[config.mk]
export PLATFORM = sky130hd
export DESIGN_NAME = brfdo_front
export DESIGN_NICKNAME = d
export VERILOG_FILES = /design/src/hdl/brfdo_pkg.sv /design/src/hdl/brfdo_front.sv
export SDC_FILE = /design/constraint.sdc
export NUM_CORES = 1
export LEC_CHECK = 0
export ABC_AREA = 1
export BUFFER_PORTS_ARGS = -buffer_cell sky130_fd_sc_hd__buf_2
export CAP_MARGIN = 20
export CORE_AREA = 2 2 219 221
export CTS_BUF_LIST = sky130_fd_sc_hd__clkbuf_8
export DETAILED_ROUTE_END_ITERATION = 10
export DIE_AREA = 0 0 221 223
export RECOVER_POWER = 100
export REMOVE_ABC_BUFFERS = 1
export SYNTH_ARGS = -nofsm -noshare
export SYNTH_HDL_FRONTEND = slang
export SYNTH_SLANG_ARGS = --single-unit
[constraint.sdc]
create_clock -name i_clk -period 5.2 [get_ports i_clk]
set_input_delay 0.26 -clock i_clk [delete_from_list [all_inputs] [get_ports i_clk]]
set_output_delay 0.26 -clock i_clk [all_outputs]
set_load 0.02 [all_outputs]
[src/hdl/brfdo_pkg.sv]
// Shared types, constants and helpers for the byte ring FIFO.
`timescale 1ns / 1ps
package brfdo_pkg;

    localparam int RING_DEPTH = 256 * 1024;
    localparam int MAX_PULL   = 64;

    localparam int BYTE_W  = 8;
    localparam int OP_W    = 2;
    localparam int PULL_W  = 7;
    localparam int LEVEL_W = 19;
    localparam int UNDER_W = 32;

    localparam int ADDR_W = $clog2(RING_DEPTH);
    localparam int FILL_W = $clog2(RING_DEPTH + 1);
    localparam int CMP_W  = (FILL_W > PULL_W) ? FILL_W : PULL_W;
    localparam int SUM_W  = ((ADDR_W > PULL_W) ? ADDR_W : PULL_W) + 1;

    localparam int CQ_DEPTH = 4;
    localparam int CQ_PTR_W = $clog2(CQ_DEPTH);
    localparam int CQ_CNT_W = $clog2(CQ_DEPTH + 1);

    localparam int OQ_DEPTH = 4;
    localparam int OQ_PTR_W = $clog2(OQ_DEPTH);
    localparam int OQ_CNT_W = $clog2(OQ_DEPTH + 1);

    typedef enum logic [OP_W-1:0] {
        OP_PUSH  = 2'd0,
        OP_PULL  = 2'd1,
        OP_FLUSH = 2'd2,
        OP_CLEAR = 2'd3
    } t_op;

    typedef enum logic [1:0] {
        CMD_WRITE,
        CMD_STATUS,
        CMD_WRITE_STATUS,
        CMD_PULL
    } t_cmd_kind;

    typedef enum logic {
        BK_IDLE,
        BK_PULL
    } t_bk_state;

    typedef struct packed {
        logic [LEVEL_W-1:0] level;
        logic               full;
        logic [UNDER_W-1:0] under;
    } t_meta;

    typedef struct packed {
        t_cmd_kind          kind;
        logic [ADDR_W-1:0]  addr;
        logic [BYTE_W-1:0]  data;
        logic [PULL_W-1:0]  count;
        t_meta              meta;
    } t_cmd;

    typedef struct packed {
        logic [BYTE_W-1:0] read_byte;
        logic              byte_valid;
        logic              last;
        t_meta             meta;
    } t_res;

    function automatic logic [ADDR_W-1:0] f_advance(input logic [ADDR_W-1:0] pos);
        logic [ADDR_W-1:0] nxt;
        if (pos == ADDR_W'(RING_DEPTH - 1)) begin
            nxt = '0;
        end else begin
            nxt = pos + ADDR_W'(1);
        end
        return nxt;
    endfunction

endpackage

[src/hdl/brfdo_front.sv]
// Front end: accepts words, keeps ring positions and counters, queues commands.
`timescale 1ns / 1ps
module brfdo_front (
    input  logic                                  i_clk,
    input  logic                                  i_rst_n,
    input  logic                                  i_cfg_valid,
    input  logic                                  i_cfg_data,
    input  logic                                  i_accept,
    input  logic [brfdo_pkg::OP_W-1:0]            i_operation,
    input  logic [brfdo_pkg::BYTE_W-1:0]          i_push_byte,
    input  logic                                  i_push_last,
    input  logic [brfdo_pkg::PULL_W-1:0]          i_pull_count,
    output logic                                  o_full,
    output logic                                  o_cmd_valid,
    output brfdo_pkg::t_cmd                       o_cmd,
    input  logic                                  i_cmd_pop
);

    logic                              r_enable;
    logic [brfdo_pkg::ADDR_W-1:0]      r_wr_pos;
    logic [brfdo_pkg::ADDR_W-1:0]      r_rd_pos;
    logic [brfdo_pkg::FILL_W-1:0]      r_fill;
    logic [brfdo_pkg::UNDER_W-1:0]     r_under;

    logic                              n_enable;
    logic [brfdo_pkg::ADDR_W-1:0]      n_wr_pos;
    logic [brfdo_pkg::ADDR_W-1:0]      n_rd_pos;
    logic [brfdo_pkg::FILL_W-1:0]      n_fill;
    logic [brfdo_pkg::UNDER_W-1:0]     n_under;

    brfdo_pkg::t_cmd                   r_q [brfdo_pkg::CQ_DEPTH];
    logic [brfdo_pkg::CQ_PTR_W-1:0]    r_q_wp;
    logic [brfdo_pkg::CQ_PTR_W-1:0]    r_q_rp;
    logic [brfdo_pkg::CQ_CNT_W-1:0]    r_q_cnt;

    brfdo_pkg::t_op                    op;
    logic                              at_cap;
    logic [brfdo_pkg::PULL_W-1:0]      req_sat;
    logic                              short_pull;
    logic [brfdo_pkg::PULL_W-1:0]      avail;
    logic [brfdo_pkg::SUM_W-1:0]       rd_sum;
    logic [brfdo_pkg::ADDR_W-1:0]      rd_wrap;
    logic                              cmd_load;
    brfdo_pkg::t_cmd                   cmd;

    assign op      = brfdo_pkg::t_op'(i_operation);
    assign at_cap  = (r_fill == brfdo_pkg::FILL_W'(brfdo_pkg::RING_DEPTH));
    assign req_sat = (i_pull_count > brfdo_pkg::PULL_W'(brfdo_pkg::MAX_PULL))
                     ? brfdo_pkg::PULL_W'(brfdo_pkg::MAX_PULL) : i_pull_count;
    assign short_pull = (brfdo_pkg::CMP_W'(r_fill) < brfdo_pkg::CMP_W'(req_sat));
    assign avail   = short_pull ? brfdo_pkg::PULL_W'(r_fill) : req_sat;
    assign rd_sum  = brfdo_pkg::SUM_W'(r_rd_pos) + brfdo_pkg::SUM_W'(avail);
    assign rd_wrap = (rd_sum >= brfdo_pkg::SUM_W'(brfdo_pkg::RING_DEPTH))
                     ? brfdo_pkg::ADDR_W'(rd_sum - brfdo_pkg::SUM_W'(brfdo_pkg::RING_DEPTH))
                     : brfdo_pkg::ADDR_W'(rd_sum);

    always_comb begin
        n_enable  = i_cfg_valid ? i_cfg_data : r_enable;
        n_wr_pos  = r_wr_pos;
        n_rd_pos  = r_rd_pos;
        n_fill    = r_fill;
        n_under   = r_under;
        cmd_load  = 1'b0;
        cmd.kind  = brfdo_pkg::CMD_WRITE;
        cmd.addr  = r_wr_pos;
        cmd.data  = i_push_byte;
        cmd.count = avail;
        if (i_accept) begin
            unique case (op)
                brfdo_pkg::OP_PUSH: begin
                    if (r_enable) begin
                        cmd_load = 1'b1;
                        cmd.kind = i_push_last ? brfdo_pkg::CMD_WRITE_STATUS
                                               : brfdo_pkg::CMD_WRITE;
                        n_wr_pos = brfdo_pkg::f_advance(r_wr_pos);
                        if (at_cap) begin
                            n_rd_pos = brfdo_pkg::f_advance(r_rd_pos);
                        end else begin
                            n_fill = r_fill + brfdo_pkg::FILL_W'(1);
                        end
                    end else if (i_push_last) begin
                        cmd_load = 1'b1;
                        cmd.kind = brfdo_pkg::CMD_STATUS;
                    end
                end
                brfdo_pkg::OP_PULL: begin
                    if (i_pull_count != '0) begin
                        cmd_load = 1'b1;
                        cmd.kind = (avail == '0) ? brfdo_pkg::CMD_STATUS
                                                 : brfdo_pkg::CMD_PULL;
                        cmd.addr = r_rd_pos;
                        n_rd_pos = rd_wrap;
                        n_fill   = r_fill - brfdo_pkg::FILL_W'(avail);
                        if (short_pull) begin
                            n_under = r_under + brfdo_pkg::UNDER_W'(1);
                        end
                    end
                end
                brfdo_pkg::OP_FLUSH: begin
                    n_wr_pos = '0;
                    n_rd_pos = '0;
                    n_fill   = '0;
                end
                brfdo_pkg::OP_CLEAR: begin
                    n_under = '0;
                end
                default: begin
                    n_under = r_under;
                end
            endcase
        end
        cmd.meta.level = brfdo_pkg::LEVEL_W'(n_fill);
        cmd.meta.full  = (n_fill == brfdo_pkg::FILL_W'(brfdo_pkg::RING_DEPTH));
        cmd.meta.under = n_under;
    end

    always_ff @(posedge i_clk) begin
        if (!i_rst_n) begin
            r_enable <= 1'b0;
            r_wr_pos <= '0;
            r_rd_pos <= '0;
            r_fill   <= '0;
            r_under  <= '0;
        end else begin
            r_enable <= n_enable;
            r_wr_pos <= n_wr_pos;
            r_rd_pos <= n_rd_pos;
            r_fill   <= n_fill;
            r_under  <= n_under;
        end
    end

    always_ff @(posedge i_clk) begin
        if (cmd_load) begin
            r_q[r_q_wp] <= cmd;
        end
    end

    always_ff @(posedge i_clk) begin
        if (!i_rst_n) begin
            r_q_wp  <= '0;
            r_q_rp  <= '0;
            r_q_cnt <= '0;
        end else begin
            if (cmd_load) begin
                r_q_wp <= (r_q_wp == brfdo_pkg::CQ_PTR_W'(brfdo_pkg::CQ_DEPTH - 1))
                          ? '0 : r_q_wp + brfdo_pkg::CQ_PTR_W'(1);
            end
            if (i_cmd_pop) begin
                r_q_rp <= (r_q_rp == brfdo_pkg::CQ_PTR_W'(brfdo_pkg::CQ_DEPTH - 1))
                          ? '0 : r_q_rp + brfdo_pkg::CQ_PTR_W'(1);
            end
            r_q_cnt <= r_q_cnt + brfdo_pkg::CQ_CNT_W'(cmd_load)
                               - brfdo_pkg::CQ_CNT_W'(i_cmd_pop);
        end
    end

    assign o_full      = (r_q_cnt == brfdo_pkg::CQ_CNT_W'(brfdo_pkg::CQ_DEPTH));
    assign o_cmd_valid = (r_q_cnt != '0);
    assign o_cmd       = r_q[r_q_rp];

`ifndef SYNTHESIS
    a_fill_bound: assert property (@(posedge i_clk) disable iff (!i_rst_n)
        r_fill <= brfdo_pkg::FILL_W'(brfdo_pkg::RING_DEPTH))
        else $error("fill count above ring depth");

    a_pop_nonempty: assert property (@(posedge i_clk) disable iff (!i_rst_n)
        i_cmd_pop |-> (r_q_cnt != '0))
        else $error("command popped from empty queue");
`endif

endmodule

==> metrics.csv <==
stage,metric,value,unit
status,outcome,"finished, violations left",
status,failing checks,"capacitance limit, slew limit",
route,DR iter-0 viols,1374,
cells_and_area,Fillers,4473,
timing,Slew headroom,-0.593,
cts,clock sink total,445,
critical_path,slowest CP cell,dfxtp_1,
floorplan,I/O pin total,113,
critical_path,CP cell instances,inv_4 > clkbuf_4 > buf_12 > o21ai_0 > o22ai_1 > clkbuf_1,
global_route,global-route wire length before repair,85.4,mm
synthesis,"area leader, netlist",edfxtp_1,
synthesis,Synth Area in Compound Gates,0.140,
synthesis,synthesized flop and latch total,445,
run,MaxCap Viol Count,11,
cts,clock-pin slew on the worst setup and hold paths,0.06,ns
synthesis,Yosys warning total,0,
place,post-detail-place hpwl,34.3,mm
synthesis,top post-synthesis cells by area,"edfxtp_1, dfxtp_1, o21ai_0",
timing,Final Hold Fails,0,
critical_path,critical path's largest stage delay,1.67,ns
route,WL/cell,18.2,um
cts,"Clk Latency, worst-skew pair",0.68,ns
cts,CTS buffer count,75,
synthesis,largest family of logic cells by synthesized area,simple AND/OR/NAND/NOR gates,
global_route,initial antenna violation count,6,
pwr,Leakage,8.71,nW
critical_path,startpoint class of the critical path,flip-flop,
timing,RSZ-0062 raised after global routing,no,
critical_path,RR Startpoint,r_fill[5],
synthesis,"top cells by count, synth","edfxtp_1, nor2_1, nand2_1, o21ai_0, inv_1",
route,final WL,54.9,mm
timing,Max Clock Skew,0.0398,ns
synthesis,synthesized instance count,2203,
timing,max-slew violations,455,
route,drt first pass iters,5,
synthesis,Synth top area share,0.502,
critical_path,required time worst endpoint,4.94,ns
timing,Tcrit/Tclk final,0.909,
floorplan,die span in x,221,um
cts,Longest Clk Path Bufs,3,
synthesis,Adder-Cell Fraction of Synth Area,0.0214,
timing,Peak Freq,212,MHz
synthesis,"Top FF cell, synth",edfxtp_1,
place,Buffers on Ports,112,
cts,CTS root buffer,clkbuf_8,
place,pre-CTS WS,0.407,ns
cells_and_area,final core utilization,0.496,
critical_path,Arrival @ worst endpoint,4.47,ns
critical_path,end of the critical path,o_cmd[18],
route,DRC violations left,0,
synthesis,fraction of the mapped netlist area in simple logic gates,0.177,
global_route,largest net degree at the start of global routing,108,
synthesis,XOR/XNOR share of the synthesized area,0.00631,
pwr,pwr dens,347,nW/um2
synthesis,"Distinct cells, synth",55,
synthesis,most common cell in the synthesized netlist,edfxtp_1,
synthesis,"EDFF count, synth",348,
floorplan,row count,80,
cells_and_area,Area Growth Syn to Fin,12.3,%
pwr,Max IR drop VDD,0.196,mV
timing,fin crit period,4.73,ns
critical_path,Worst Path Buf+Inv,4,
synthesis,mux contribution to synthesized area,0.000481,
cells_and_area,nets,2394,
critical_path,worst reg-to-reg setup slack,0.68,ns
timing,setup ws final,0.473,ns
global_route,vias in the first global route,15521,
critical_path,Worst Setup End Kind,output port,
synthesis,"FFs w/ async S/R, synth",0,
place,Routability Congestion,0.940,
critical_path,Worst Setup Path Type,reg2out,
floorplan,Initial Util,0.441,
global_route,Overflow after GRT,0,
cts,CTS tree,yes,
route,via count,16274,
cells_and_area,layout cells sized above 1,0.0714,
critical_path,CP max FO,73,
worst_hold_path,HP Class,in2reg,
synthesis,"Seq/Total Area, Yosys",0.595,
synthesis,Post-Syn Area,20800,um2
critical_path,Reg2Reg Capture Point,r_q[2][32],
synthesis,Syn Area/Cell,9.45,um2
critical_path,cell class contributing the biggest share of worst-path delay,buffers and inverters,
floorplan,die area,49300,um2
cts,H-tree levels,3,
floorplan,Chip Height,223,um
critical_path,R2R depth,23,
route,Routed Antenna Nets,0,
global_route,Total GRT Usage,0.219,
floorplan,floorplan core area,47100,um2
critical_path,Levels on crit path,6,
route,DR vias/cell,5.40,
timing,Slew @ Worst Pin,2.39,ns
timing,endpoints failing setup,0,
[timing repair]
action                                  4_1_cts  5_1_grt
endpoints found under the hold margin        37        0
resized for setup                             0        0
hold buffers                                 11        0
endpoints found under the setup margin        0        0
buffers inserted                              0        0
[through the flow]
stage	std cells	hold WS, ns	power [W]	setup TNS (ns)	cell area, um2
2_1_floorplan	2109	0.353	0.00473	-371.85	20400
3_3_place_gp	2860	0.462	0.00509	0	22000
5_1_grt	3013	0.156	0.00848	0	23400
6_report	3013	0.142	0.00812	0	23400
4_1_cts	3010	0.0832	0.00824	0	23700
3_5_place_dp	2861	0.467	0.00511	0	22100
[tightest hold or removal path, stage by stage]
cell and delay, ns:
buf_2 0.11, nand2_1 0.06, a21oi_1 0.15
[per-layer routing]
metal	up-vias	GRT usage	share of wire
met4	8	0.0829	0.025
met2	417	0.357	0.47
met1	7813	0.293	0.45
met3	89	0.0402	0.055
li1	7947	-	-
met5	-	0	0.00084
[report_power, final]
| part | switching, W | internal [W] | leakage [nW] |
|---|---|---|---|
| registers | 0.0000666 | 0.00392 | 3.95 |
| logic | 0.000747 | 0.000274 | 3.88 |
| clock network | 0.00144 | 0.00167 | 0.881 |
| total | 0.00225 | 0.00587 | 8.71 |
[cells by family (layout without fill, tap and decap cells)]
logic type	after synthesis	count (layout)
DFF	445	445
muxes	1	1
xor gates and xnor gates	15	15
adders and majority gates	35	35
AOI/OAI and AO/OA	527	527
and+or+nand+nor	856	856
other	0	2
buffers and inverters	324	517
[registers in the layout, indices dropped and copies added, names as in the netlist, named ones only]
| signal | flops |
|---|---|
| r_fill | 19 |
| r_enable | 1 |
| r_wr_pos | 18 |
| r_rd_pos | 18 |
| r_q_wp | 2 |
| r_q_rp | 2 |
| r_q | 348 |
| r_q_cnt | 3 |
| r_under | 32 |
[final cells by class]
type	count	area [um2]	area share
clock inverter	56	375	0.0161
sequential	445	12400	0.530
antenna	2	5.00	0.000214
timing repair buffer	149	727	0.0311
clock buffer	82	1130	0.0483
tap	615	769	0.0329
inverter	230	867	0.0371
multi-input combinational	1434	7120	0.304
[placed cells by master (no fill, tap or decap), types with 11 or more instances in the layout]
cell	count
clkbuf_1	103
and2_0	11
nand4_1	23
buf_2	18
o22ai_1	90
dfxtp_1	96
a31oi_1	20
edfxtp_1	348
nor2_1	331
clkinv_2	11
nand3_1	100
nor3_1	43
clkbuf_8	82
o21ai_0	287
nor4_1	12
ha_1	34
inv_1	244
xor2_1	12
a21oi_1	84
nand2_1	308
dlygate4sd3_1	11
[how the worst min path moves through the flow]
| stage | start | endpoint | slack (ns) | cells past startpoint |
|---|---|---|---|---|
| after floorplan | i_rst_n | r_q_cnt[0] | 0.35 | 2 |
| after global placement | r_wr_pos[17] | r_wr_pos[17] | 0.46 | 2 |
| after detailed placement | r_wr_pos[17] | r_wr_pos[17] | 0.47 | 2 |
| after CTS | i_push_last | r_q[2][85] | 0.08 | 3 |
| after global routing | i_push_last | r_q[2][85] | 0.16 | 3 |
| final | i_push_last | r_q[2][85] | 0.14 | 3 |
No activity file was read; power rests on OpenSTA's default activity.
